**src/rtl/uqmp_pkg.sv**
```systemverilog
// shared types, character codes and key tables of the url query parser
package uqmp_pkg;

  localparam int unsigned MAX_REC = 4;
  localparam int unsigned CNT_W   = 3;
  localparam int unsigned DUR_W   = 24;
  localparam int unsigned ADDR_W  = 3;

  localparam logic [DUR_W-1:0] DUR_LIMIT_RESET = 24'd8640000;

  // register index on the apb port
  localparam logic REG_DURATION_LIMIT = 1'b0;

  localparam logic [7:0] CH_QUEST = 8'h3F;
  localparam logic [7:0] CH_HASH  = 8'h23;
  localparam logic [7:0] CH_AMP   = 8'h26;
  localparam logic [7:0] CH_EQ    = 8'h3D;
  localparam logic [7:0] CH_PCT   = 8'h25;

  typedef enum logic [3:0] {
    PH_PRE  = 4'b0001,
    PH_KEY  = 4'b0010,
    PH_VAL  = 4'b0100,
    PH_DONE = 4'b1000
  } phase_e;

  typedef enum logic [2:0] {
    TG_NONE   = 3'd0,
    TG_TITLE  = 3'd1,
    TG_AUTHOR = 3'd2,
    TG_DUR    = 3'd3,
    TG_FORM   = 3'd4
  } tgt_e;

  typedef enum logic [1:0] {
    REC_START   = 2'd0,
    REC_BYTE    = 2'd1,
    REC_SUMMARY = 2'd2
  } rec_kind_e;

  typedef struct packed {
    logic [7:0] url_byte;
    logic       end_of_url;
  } item_t;

  typedef struct packed {
    rec_kind_e  kind;
    logic       target;
    logic [7:0] data;
  } rec_t;

  typedef struct packed {
    rec_t [MAX_REC-1:0] recs;
    logic [CNT_W-1:0]   count;
    logic [DUR_W-1:0]   dur;
    logic               live;
  } res_t;

  function automatic logic [3:0] key_len(logic [1:0] k);
    logic [3:0] n;
    case (k)
      2'd0:    n = 4'd5;
      2'd1:    n = 4'd6;
      2'd2:    n = 4'd8;
      default: n = 4'd4;
    endcase
    return n;
  endfunction

  function automatic logic [7:0] key_byte(logic [1:0] k, logic [2:0] pos);
    logic [63:0] s;
    case (k)
      2'd0:    s = {"title", 24'h0};
      2'd1:    s = {"author", 16'h0};
      2'd2:    s = "duration";
      default: s = {"form", 32'h0};
    endcase
    return s[63 - 8*pos -: 8];
  endfunction

  function automatic tgt_e key_target(logic [1:0] k);
    tgt_e t;
    case (k)
      2'd0:    t = TG_TITLE;
      2'd1:    t = TG_AUTHOR;
      2'd2:    t = TG_DUR;
      default: t = TG_FORM;
    endcase
    return t;
  endfunction

  function automatic tgt_e resolve_key(logic [3:0] cand, logic [3:0] pos);
    tgt_e t;
    logic found;
    t = TG_NONE;
    found = 1'b0;
    for (int k = 0; k < 4; k++) begin
      if (!found && cand[k] && pos == key_len(2'(k))) begin
        t = key_target(2'(k));
        found = 1'b1;
      end
    end
    return t;
  endfunction

  function automatic logic [7:0] live_byte(logic [1:0] pos);
    logic [31:0] s;
    s = "live";
    return s[31 - 8*pos -: 8];
  endfunction

  function automatic logic hex_ok(logic [7:0] c);
    return (c >= "0" && c <= "9") || (c >= "a" && c <= "f") || (c >= "A" && c <= "F");
  endfunction

  // only meaningful for hex digits
  function automatic logic [3:0] hex_nib(logic [7:0] c);
    return (c <= "9") ? c[3:0] : c[3:0] + 4'd9;
  endfunction

endpackage

```
**src/rtl/url_query_meta_parser.sv**
```systemverilog
// a taken byte waits in the input register until the result register can load it
// throughput: one url byte per cycle while out_ready_i is high; a byte with several
// records holds the input until the result register, one record a cycle, drains them
// reset: asynchronous, all parser state cleared, duration limit back to 8640000,
// ready right after reset with no clearing pass
module url_query_meta_parser import uqmp_pkg::*; (
  input  logic              clk_i,
  input  logic              rst_ni,
  // apb configuration port
  input  logic              psel,
  input  logic              penable,
  input  logic              pwrite,
  input  logic [ADDR_W-1:0] paddr,
  input  logic [31:0]       pwdata,
  output logic [31:0]       prdata,
  output logic              pready,
  // url byte requests
  input  logic              in_valid_i,
  output logic              in_ready_o,
  input  logic [7:0]        url_byte_i,
  input  logic              end_of_url_i,
  // result records
  output logic              out_valid_o,
  input  logic              out_ready_i,
  output logic [1:0]        record_kind_o,
  output logic              target_field_o,
  output logic [7:0]        data_byte_o,
  output logic [DUR_W-1:0]  duration_seconds_o,
  output logic              is_live_o,
  output logic              run_last_o
);

  logic [DUR_W-1:0] limit;
  item_t            item_q;
  logic             in_vld_q;
  logic             can_load;
  logic             fire;
  res_t             res;

  // the input register moves into the result register whenever that one
  // is empty or hands out its last record in this cycle
  assign fire       = in_vld_q && can_load;
  assign in_ready_o = !in_vld_q || can_load;

  always_ff @(posedge clk_i or negedge rst_ni) begin
    if (!rst_ni) begin
      in_vld_q <= 1'b0;
    end else if (in_valid_i && in_ready_o) begin
      in_vld_q <= 1'b1;
    end else if (fire) begin
      in_vld_q <= 1'b0;
    end
  end

  // request payload, no reset needed
  always_ff @(posedge clk_i) begin
    if (in_valid_i && in_ready_o) begin
      item_q <= '{url_byte: url_byte_i, end_of_url: end_of_url_i};
    end
  end

  uqmp_cfg u_cfg (
    .clk_i   (clk_i),
    .rst_ni  (rst_ni),
    .psel    (psel),
    .penable (penable),
    .pwrite  (pwrite),
    .paddr   (paddr),
    .pwdata  (pwdata),
    .prdata  (prdata),
    .pready  (pready),
    .limit_o (limit)
  );

  // phase, key match, escape and value tracking; commits on fire
  uqmp_core u_core (
    .clk_i   (clk_i),
    .rst_ni  (rst_ni),
    .item_i  (item_q),
    .fire_i  (fire),
    .limit_i (limit),
    .res_o   (res)
  );

  // up to four records per byte drained one per cycle while out_ready_i is high
  uqmp_out u_out (
    .clk_i              (clk_i),
    .rst_ni             (rst_ni),
    .res_i              (res),
    .load_i             (fire),
    .can_load_o         (can_load),
    .out_valid_o        (out_valid_o),
    .out_ready_i        (out_ready_i),
    .record_kind_o      (record_kind_o),
    .target_field_o     (target_field_o),
    .data_byte_o        (data_byte_o),
    .duration_seconds_o (duration_seconds_o),
    .is_live_o          (is_live_o),
    .run_last_o         (run_last_o)
  );

  // the summary always closes the records of its byte
  a_summary_last: assert property (@(posedge clk_i) disable iff (!rst_ni)
    out_valid_o && record_kind_o == REC_SUMMARY |-> run_last_o)
    else $error("summary record not marked last");

  // only value bytes carry data
  a_data_zero: assert property (@(posedge clk_i) disable iff (!rst_ni)
    out_valid_o && record_kind_o != REC_BYTE |-> data_byte_o == 8'h0)
    else $error("data byte set on a non-byte record");

  // summary fields stay clear outside the summary
  a_summary_fields: assert property (@(posedge clk_i) disable iff (!rst_ni)
    out_valid_o && record_kind_o != REC_SUMMARY |-> duration_seconds_o == '0 && !is_live_o)
    else $error("summary fields set on a value record");

  // a stalled record blocks the move from the input register
  a_stall_holds: assert property (@(posedge clk_i) disable iff (!rst_ni)
    out_valid_o && !out_ready_i |-> !fire)
    else $error("result register overwritten while stalled");

endmodule

```
**src/rtl/uqmp_cfg.sv**
```systemverilog
// apb register block holding the duration limit
module uqmp_cfg import uqmp_pkg::*; (
  input  logic              clk_i,
  input  logic              rst_ni,
  input  logic              psel,
  input  logic              penable,
  input  logic              pwrite,
  input  logic [ADDR_W-1:0] paddr,
  input  logic [31:0]       pwdata,
  output logic [31:0]       prdata,
  output logic              pready,
  output logic [DUR_W-1:0]  limit_o
);

  logic [DUR_W-1:0] limit_q;
  logic             hit;

  assign hit    = (paddr[2] == REG_DURATION_LIMIT);
  assign pready = 1'b1;
  assign prdata = hit ? {8'h0, limit_q} : 32'h0;
  assign limit_o = limit_q;

  always_ff @(posedge clk_i or negedge rst_ni) begin
    if (!rst_ni) begin
      limit_q <= DUR_LIMIT_RESET;
    end else if (psel && penable && pwrite && hit) begin
      limit_q <= pwdata[DUR_W-1:0];
    end
  end

endmodule

```
**src/rtl/uqmp_core.sv**
```systemverilog
// parser state and the single-pass step logic for one url byte
module uqmp_core import uqmp_pkg::*; (
  input  logic             clk_i,
  input  logic             rst_ni,
  input  item_t            item_i,
  input  logic             fire_i,
  input  logic [DUR_W-1:0] limit_i,
  output res_t             res_o
);

  phase_e           phase_q, phase_d;
  logic [3:0]       kpos_q, kpos_d;
  logic [3:0]       kcand_q, kcand_d;
  tgt_e             tgt_q, tgt_d;
  logic [1:0]       esc_q, esc_d;
  logic [7:0]       held_q, held_d;
  logic [DUR_W-1:0] acc_q, acc_d;
  logic             dok_q, dok_d;
  logic [2:0]       lpos_q, lpos_d;
  logic             lok_q, lok_d;
  logic [DUR_W-1:0] dsav_q, dsav_d;
  logic             lsav_q, lsav_d;

  logic [7:0]       c;
  logic             last;
  logic [2:0][7:0]  cb;
  logic [1:0]       cn;
  logic             st_go;
  tgt_e             st_t;
  logic             ep;
  logic             ep_delim;
  logic             en_go;
  phase_e           ph_after;
  tgt_e             tgt_cur;
  logic [27:0]      dur_mul;
  rec_t [MAX_REC-1:0] recs;
  logic [CNT_W-1:0] rn;

  always_comb begin
    phase_d  = phase_q;
    kpos_d   = kpos_q;
    kcand_d  = kcand_q;
    tgt_d    = tgt_q;
    esc_d    = esc_q;
    held_d   = held_q;
    acc_d    = acc_q;
    dok_d    = dok_q;
    lpos_d   = lpos_q;
    lok_d    = lok_q;
    dsav_d   = dsav_q;
    lsav_d   = lsav_q;
    c        = item_i.url_byte;
    last     = item_i.end_of_url;
    cb       = '0;
    cn       = '0;
    st_go    = 1'b0;
    st_t     = TG_NONE;
    ep       = 1'b0;
    ep_delim = 1'b0;
    en_go    = 1'b0;
    ph_after = phase_q;
    dur_mul  = '0;
    recs     = '0;
    rn       = '0;

    unique case (phase_q) inside
      PH_PRE: begin
        if (c == CH_QUEST) begin
          phase_d = PH_KEY;
          kpos_d  = '0;
          kcand_d = '1;
        end
      end
      PH_KEY, PH_VAL: begin
        if (c == CH_HASH || c == CH_AMP) begin
          ep       = 1'b1;
          ep_delim = 1'b1;
          ph_after = (c == CH_HASH) ? PH_DONE : PH_KEY;
        end else if (phase_q == PH_KEY) begin
          if (c == CH_EQ) begin
            st_go   = 1'b1;
            st_t    = resolve_key(kcand_q, kpos_q);
            esc_d   = '0;
            held_d  = '0;
            phase_d = PH_VAL;
          end else begin
            for (int k = 0; k < 4; k++) begin
              if (!(kpos_q < key_len(2'(k)) && c == key_byte(2'(k), kpos_q[2:0]))) begin
                kcand_d[k] = 1'b0;
              end
            end
            if (kpos_q != 4'hF) begin
              kpos_d = kpos_q + 4'd1;
            end
          end
        end else begin
          // value byte with percent decoding
          if (esc_q == 2'd1 && hex_ok(c)) begin
            held_d = c;
            esc_d  = 2'd2;
          end else if (esc_q == 2'd2 && hex_ok(c)) begin
            cb[cn] = {hex_nib(held_q), hex_nib(c)};
            cn     = cn + 2'd1;
            esc_d  = '0;
          end else begin
            // broken escape flushes literally, then c is rescanned
            if (esc_q == 2'd1 || esc_q == 2'd2) begin
              cb[cn] = CH_PCT;
              cn     = cn + 2'd1;
            end
            if (esc_q == 2'd2) begin
              cb[cn] = held_q;
              cn     = cn + 2'd1;
            end
            if (c == CH_PCT) begin
              esc_d = 2'd1;
            end else begin
              esc_d  = '0;
              cb[cn] = c;
              cn     = cn + 2'd1;
            end
          end
        end
      end
      PH_DONE: begin
      end
      default: begin
      end
    endcase

    if (last && (phase_d == PH_KEY || phase_d == PH_VAL)) begin
      ep = 1'b1;
    end

    // pair end
    if (ep) begin
      if (phase_d == PH_KEY) begin
        st_go  = 1'b1;
        st_t   = resolve_key(kcand_d, kpos_d);
        en_go  = 1'b1;
      end else if (phase_d == PH_VAL) begin
        en_go = 1'b1;
        if (esc_d == 2'd1 || esc_d == 2'd2) begin
          cb[cn] = CH_PCT;
          cn     = cn + 2'd1;
        end
        if (esc_d == 2'd2) begin
          cb[cn] = held_d;
          cn     = cn + 2'd1;
        end
      end
      kpos_d  = '0;
      kcand_d = '1;
      if (ep_delim) begin
        phase_d = ph_after;
      end
    end

    tgt_cur = st_go ? st_t : tgt_q;

    if (st_go && st_t == TG_DUR) begin
      acc_d = '0;
      dok_d = 1'b1;
    end
    if (st_go && st_t == TG_FORM) begin
      lpos_d = '0;
      lok_d  = 1'b1;
    end

    // duration: a multi-byte consume always starts with a literal percent
    if (tgt_cur == TG_DUR && cn != 2'd0) begin
      // acc * 10 + digit, only used when one byte is consumed
      dur_mul = {1'b0, acc_q, 3'b0} + {3'b0, acc_q, 1'b0} + {24'h0, cb[0][3:0]};
      if (cn != 2'd1) begin
        dok_d = 1'b0;
      end else if (dok_q) begin
        if (cb[0] < "0" || cb[0] > "9") begin
          dok_d = 1'b0;
        end else if (dur_mul > {4'h0, limit_i}) begin
          dok_d = 1'b0;
        end else begin
          acc_d = dur_mul[DUR_W-1:0];
        end
      end
    end

    if (tgt_cur == TG_FORM) begin
      for (int i = 0; i < 3; i++) begin
        if (2'(i) < cn) begin
          if (lok_d && lpos_d < 3'd4 && cb[i] == live_byte(lpos_d[1:0])) begin
            lpos_d = lpos_d + 3'd1;
          end else begin
            lok_d = 1'b0;
          end
        end
      end
    end

    if (en_go) begin
      if (tgt_cur == TG_DUR) begin
        dsav_d = dok_d ? acc_d : '0;
      end
      if (tgt_cur == TG_FORM) begin
        lsav_d = lok_d && lpos_d == 3'd4;
      end
      tgt_d  = TG_NONE;
      esc_d  = '0;
      held_d = '0;
    end else if (st_go) begin
      tgt_d = st_t;
    end

    // result records
    if (st_go && (st_t == TG_TITLE || st_t == TG_AUTHOR)) begin
      recs[0] = '{kind: REC_START, target: (st_t == TG_AUTHOR), data: 8'h0};
      rn      = 3'd1;
    end
    if (tgt_cur == TG_TITLE || tgt_cur == TG_AUTHOR) begin
      for (int i = 0; i < 3; i++) begin
        if (2'(i) < cn) begin
          recs[i] = '{kind: REC_BYTE, target: (tgt_cur == TG_AUTHOR), data: cb[i]};
        end
      end
      rn = rn + {1'b0, cn};
    end
    if (last) begin
      recs[rn[1:0]] = '{kind: REC_SUMMARY, target: 1'b0, data: 8'h0};
      rn            = rn + 3'd1;
    end

    res_o.recs  = recs;
    res_o.count = rn;
    res_o.dur   = dsav_d;
    res_o.live  = lsav_d;

    // a new url starts from scratch
    if (last) begin
      phase_d = PH_PRE;
      kpos_d  = '0;
      kcand_d = '1;
      tgt_d   = TG_NONE;
      esc_d   = '0;
      held_d  = '0;
      acc_d   = '0;
      dok_d   = 1'b0;
      lpos_d  = '0;
      lok_d   = 1'b0;
      dsav_d  = '0;
      lsav_d  = 1'b0;
    end
  end

  always_ff @(posedge clk_i or negedge rst_ni) begin
    if (!rst_ni) begin
      phase_q <= PH_PRE;
      kpos_q  <= '0;
      kcand_q <= '1;
      tgt_q   <= TG_NONE;
      esc_q   <= '0;
      held_q  <= '0;
      acc_q   <= '0;
      dok_q   <= 1'b0;
      lpos_q  <= '0;
      lok_q   <= 1'b0;
      dsav_q  <= '0;
      lsav_q  <= 1'b0;
    end else if (fire_i) begin
      phase_q <= phase_d;
      kpos_q  <= kpos_d;
      kcand_q <= kcand_d;
      tgt_q   <= tgt_d;
      esc_q   <= esc_d;
      held_q  <= held_d;
      acc_q   <= acc_d;
      dok_q   <= dok_d;
      lpos_q  <= lpos_d;
      lok_q   <= lok_d;
      dsav_q  <= dsav_d;
      lsav_q  <= lsav_d;
    end
  end

endmodule

```
**src/rtl/uqmp_out.sv**
```systemverilog
// result register that hands out the records of one byte, one per cycle while out_ready_i is high
module uqmp_out import uqmp_pkg::*; (
  input  logic             clk_i,
  input  logic             rst_ni,
  input  res_t             res_i,
  input  logic             load_i,
  output logic             can_load_o,
  output logic             out_valid_o,
  input  logic             out_ready_i,
  output logic [1:0]       record_kind_o,
  output logic             target_field_o,
  output logic [7:0]       data_byte_o,
  output logic [DUR_W-1:0] duration_seconds_o,
  output logic             is_live_o,
  output logic             run_last_o
);

  rec_t [MAX_REC-1:0] rec_q;
  logic [CNT_W-1:0]   cnt_q;
  logic [1:0]         idx_q;
  logic [DUR_W-1:0]   dur_q;
  logic               live_q;
  rec_t               cur;
  logic               last_rec;
  logic               is_sum;

  assign cur         = rec_q[idx_q];
  assign out_valid_o = (cnt_q != '0);
  assign last_rec    = out_valid_o && ({1'b0, idx_q} == cnt_q - 3'd1);
  assign can_load_o  = !out_valid_o || (out_ready_i && last_rec);
  assign is_sum      = (cur.kind == REC_SUMMARY);

  assign record_kind_o      = cur.kind;
  assign target_field_o     = cur.target;
  assign data_byte_o        = cur.data;
  assign duration_seconds_o = is_sum ? dur_q : '0;
  assign is_live_o          = is_sum && live_q;
  assign run_last_o         = last_rec;

  always_ff @(posedge clk_i or negedge rst_ni) begin
    if (!rst_ni) begin
      cnt_q <= '0;
      idx_q <= '0;
    end else if (load_i) begin
      cnt_q <= res_i.count;
      idx_q <= '0;
    end else if (out_valid_o && out_ready_i) begin
      if (last_rec) begin
        cnt_q <= '0;
      end else begin
        idx_q <= idx_q + 2'd1;
      end
    end
  end

  always_ff @(posedge clk_i) begin
    if (load_i) begin
      rec_q  <= res_i.recs;
      dur_q  <= res_i.dur;
      live_q <= res_i.live;
    end
  end

endmodule
```
**config.mk**
```make
export PLATFORM = sky130hd
export DESIGN_NAME = url_query_meta_parser
export DESIGN_NICKNAME = d
export VERILOG_FILES = /design/src/rtl/uqmp_pkg.sv /design/src/rtl/url_query_meta_parser.sv /design/src/rtl/uqmp_cfg.sv /design/src/rtl/uqmp_core.sv /design/src/rtl/uqmp_out.sv
export SDC_FILE = /design/constraint.sdc
export NUM_CORES = 1
export LEC_CHECK = 0
export BUFFER_PORTS_ARGS = -buffer_cell sky130_fd_sc_hd__buf_4
export CAP_MARGIN = 15
export CELL_PAD_IN_SITES_DETAIL_PLACEMENT = 1
export CELL_PAD_IN_SITES_GLOBAL_PLACEMENT = 1
export CORE_UTILIZATION = 40
export CTS_CLUSTER_SIZE = 20
export DETAILED_ROUTE_END_ITERATION = 10
export PLACE_DENSITY = 0.67
export SLEW_MARGIN = 20
export SYNTH_ARGS = -nofsm -noshare
export SYNTH_HDL_FRONTEND = slang
export SYNTH_HIERARCHICAL = 1
export SYNTH_SLANG_ARGS = --single-unit
```
**constraint.sdc**
```tcl
create_clock -name clk_i -period 25.8 [get_ports clk_i]
set_clock_uncertainty 0.1 [all_clocks]
set_input_delay 1.29 -clock clk_i [delete_from_list [all_inputs] [get_ports clk_i]]
set_output_delay 1.29 -clock clk_i [all_outputs]
set_load 0.01 [all_outputs]
```
# Word level (Yosys, flattened, before mapping)
# Cells that the tools add are included.
# word_totals
register_bits,187
input_bits,51
# classes
shifts,7
n_addsub,20
n_reduce_logical,77
muxes,287
n_bitwise,7
eq_ne,45
magnitude_cmp,31
# op_table
operator,count
$mux W64,16
$mux W24,32
$shiftx A71 B33 Y8,4
$mux W4,65
$mux W8,17
$shiftx A39 B33 Y8 const A,3
$mux W3,27
$mux W2,40
$bwmux W24,3
$mux W1,68
$mux W33,2
$demux W8 S2,4
$eq A8 B8 Y1,7
$logic_and A1 B1 Y1,49
$and A30 B40 Y40,1
$eq A8 B6 Y1 const B,5
$not A40 Y40,1
$eq A4 B4 Y1,8
$mux W10,3
$add A27 B25 Y28,1
$add A28 B4 Y28,1
$gt A28 B24 Y1,1
$pmux W4 S2,3
$bmux W11 S2,1
49 further kinds,112

# Depth between registers and ports, before layout
# depth
depth_word,67
ltp_mapped,54

# Modules after synthesis
# Netlist, hierarchy kept.
# modules_own_cells
mod,area_each_um2,instances,cells_per_inst
uqmp_core,9660.5,1,1200
uqmp_out,2864.0,1,148
uqmp_cfg,1237.4,1,88
url_query_meta_parser,330.3,1,14

# Worst setup path after synthesis
# OpenSTA, ideal clock, no wires.
# synth_timing
path_type,register to register
from,register item_q[1] in the netlist's numbering
to,register u_out.dur_q[10] (data pin)
arrival_time_ns,9.270
stages_incl_launch_ff,52
period_less_slack_ns,9.502
required_ns,25.568
setup_ns,0.132
n_path_buf,6
path_slack_ns,16.298
cell_sequence,edfxtp_1 -> clkbuf_1 -> buf_2 -> inv_1 -> ha_1 -> o21ba_2 -> o211ai_1 -> nand3_1 -> nor2_1 -> a22oi_1 -> ha_1 -> clkbuf_1 -> nor2_1 -> a21o_1 -> inv_1 -> ha_1 -> nand2_1 -> o21ai_0 -> [16 not listed] -> nand2b_1 -> xor2_1 -> ha_1 -> nor2b_1 -> o21ai_0 -> nand2b_1 -> a21oi_1 -> nor2b_1 -> o21ai_0 -> nand2b_1 -> a221oi_1 -> o21ai_0 -> a211oi_1 -> o21ai_0 -> nor3_1 -> clkbuf_1 -> a21o_1 -> a22o_1
# synth_rtl
element,line_no,rtl
start: declaration,url_query_meta_parser.sv:34,item_t item_q;
start signal: assignment,url_query_meta_parser.sv:58,"item_q <= '{url_byte: url_byte_i, end_of_url: end_of_url_i};"
end signal: assignment,uqmp_out.sv:59,dur_q <= res_i.dur;
end: declaration,uqmp_out.sv:21,logic [DUR_W-1:0] dur_q;

==> run summary <==
Die W - 190 um
Synth Register Bits - 187
Yosys cell types - 103
Via/cell ratio - 5.91
Post-cts repair resize count - 0
Core box area - 34600 sq um
Die Height - 190 um
Root Buffer - clkbuf_16
Filler cell count in the final layout - 3887
Met2 routed WL - 18900 um
Post-DP HPWL - 31700 um
Worst IR Drop VDD - 0.0834 mV
Most frequent cells in the layout - ha_1, buf_4, dfrtp_1, nand2_1, inv_1
Worst-skew pair later-pin latency - 0.45 ns
Clk buf depth - 2
Max Used Layer - met4
Critical path capture point type - flop
Hold WC Path Type - reg -> reg
Maximum capacitance violations - 0
Worst setup SP type - flop
Setup Viol. Count Final - 0
Met3 WL - 1690 um
Port Buf Inserts - 103
CTS tree - done
Grt ovf - 0
CTS sink cnt - 187
Largest net degree at the start of global routing - 80
Syn Inst Count - 1450
Final hold violations - 0
Min Clock Period, post-route - 12.80 ns
Ys flop type - dfrtp_1
First-pass GRT wire length - 67000 um
Avg Inst Size Synth - 9.72 sq um
Most used cell, CP - o21ai_0
Vias in the first global route - 11582
Most common cell after layout, fill and taps aside - ha_1
Finished Layout Cells - 1972
Cell Rows - 68
Number of enable flip-flop cells after synthesis - 78
Initial antenna violation count - 0
Area growth syn-to-layout - 11.1%
Detailed Route Iter0 Violations - 785
Cell Area, Synth - 14100 sq um
Worst-Margin Slew - 0.984 ns
Slowest cell on the critical path - edfxtp_1
Setup CP Type - reg -> reg
First-pass iteration count of the detailed router - 5
Vias - 11660
Area of the multi-input gates - 8260 sq um
Starting Density - 0.407
Final WS setup - 13.00 ns
Unrepaired setup endpoints after global routing - no
Total GRT Usage - 0.239
Beginning of the critical path - item_q[2]
Post-route ant nets - 0
Fin util - 0.452
IO Count - 123
Routed wire per std cell - 21.7 um
WL final - 42900 um
Hold Crit Start - u_core/dsav_q[22]
# hold bufs at CTS - 0
DRC violations left - 0
Register Area - 5090 sq um
Nets - 1670
Diodes inserted - 0
Leakage - 0.00701 uW
Total CTS buffers - 17
Die Area - 36000 sq um
PwrDens - 64.2 nW/um^2
WP data required - 25.97 ns
Share of synthesized registers carrying an async set or reset - 0.583
Max Clk Rate - 78.1 MHz
M1 wire length - 21700 um
Max H-tree Level - 4
Synth warn - 6
Setup TNS - 0 ns
Pre-CTS setup slack - 13.26 ns
Slew Limit Fails - 0
DP Area - 15100 sq um
Post-CTS setup buffers - 0
Inst Count DP - 1940
Sequential area share after synthesis - 0.361
Status - completed
Final instance area - 15700 sq um
Clock transition at path regs - 0.08 ns
Worst R2R Start - item_q[2]
Worst-path fanout max - 23
Period Utilization, post-route - 0.496
CP max stage delay - 0.80 ns
Worst slew margin - 0.344
Share of cells above drive strength 1 - 0.162
CP arrival - 12.97 ns
Gpl congestion - 0.889
[metrics by stage]
step	power [uW]	hold slack [ns]
final	1000	0.385
after global routing	1060	0.421
after CTS	1010	0.389
after detailed placement	743	0.372
after global placement	733	0.361
after floorplan	623	0.350
[synthesized netlist by cell type, types with 14 or more instances]
master	count	area, sq um
ha_1	113	1410
dfrtp_1	96	2400
nand2_1	96	360
inv_1	87	327
nor2_1	85	319
edfxtp_1	78	2340
o21ai_0	72	360
a21oi_1	64	320
a22o_1	60	526
clkbuf_1	51	191
nand3_1	48	240
and3_1	44	275
and2_1	42	263
xnor2_1	35	307
nor2b_1	34	213
a21o_1	30	225
buf_4	23	173
nor3_1	21	105
mux2_4	20	300
nand2b_1	15	93.8
a211oi_1	14	105
o211ai_1	14	105
[power breakdown]
group,total [uW],switching [uW],leakage (uW),internal (uW)
Sequential,413,39.0,0.00221,374
Clock,268,129,0.000275,139
Combinational,323,188,0.00452,135
Total,1000,356,0.00701,648
[logic make-up (layout without fill, tap and decap cells)]
family | count (synthesis) | in the layout | share of synthesized area
other | 3 | 19 | 0.000799
DFF | 187 | 187 | 0.361
xor gates and xnor gates | 49 | 49 | 0.0310
muxes | 53 | 53 | 0.0553
AOI/OAI and AO/OA | 396 | 396 | 0.205
buffers and inverters | 180 | 231 | 0.0588
adders and majority gates | 115 | 115 | 0.103
and+or+nand+nor | 467 | 467 | 0.185
[metal layers]
metal / up-vias / track usage
met5: - / 0
met2: 281 / 0.361
met4: 0 / 0.0561
met1: 5909 / 0.358
li1: 5431 / -
met3: 39 / 0.0338
[worst paths after layout]
path / end / cells past startpoint / slack, ns
setup / recovery: u_out/dur_q[2] / 45 / 13.00
hold / removal: u_core/dsav_q[22] / 2 / 0.39
setup reg to reg: u_out/dur_q[2] / 45 / 13.00
hold reg to reg: u_core/dsav_q[22] / 2 / 0.39
max in group asynchronous: u_core/kpos_q[2] / 2 / 23.44
min in group asynchronous: u_core/dsav_q[11] / 1 / 0.76
[critical path: cells and delay by family (launching register included)]
kind / cells / cell delay, ns
compound gates: 20 / 4.83
simple gates: 16 / 4.24
fa+ha+maj: 6 / 2.02
flops: 1 / 0.80
xor+xnor: 1 / 0.33
buf+inv: 2 / 0.28
[layout make-up]
class	instances	share of cell area
Multi-Input combinational cell	1099	0.527
Clock inverter	12	0.00823
Tap cell	455	0.0364
Timing Repair Buffer	112	0.0537
Clock buffer	20	0.0285
Sequential cell	187	0.325
Inverter	87	0.0209
[registers in the layout, summed over array words and instances (netlist names), 8 cells and up]
| name | flops |
|---|---|
| u_core/held_q | 8 |
| u_core/acc_q | 24 |
| item_q | 9 |
| u_cfg/limit_o | 24 |
| u_core/dsav_q | 24 |
| u_out/rec_q | 44 |
| u_out/dur_q | 24 |
No activity file was read; power rests on OpenSTA's default activity.
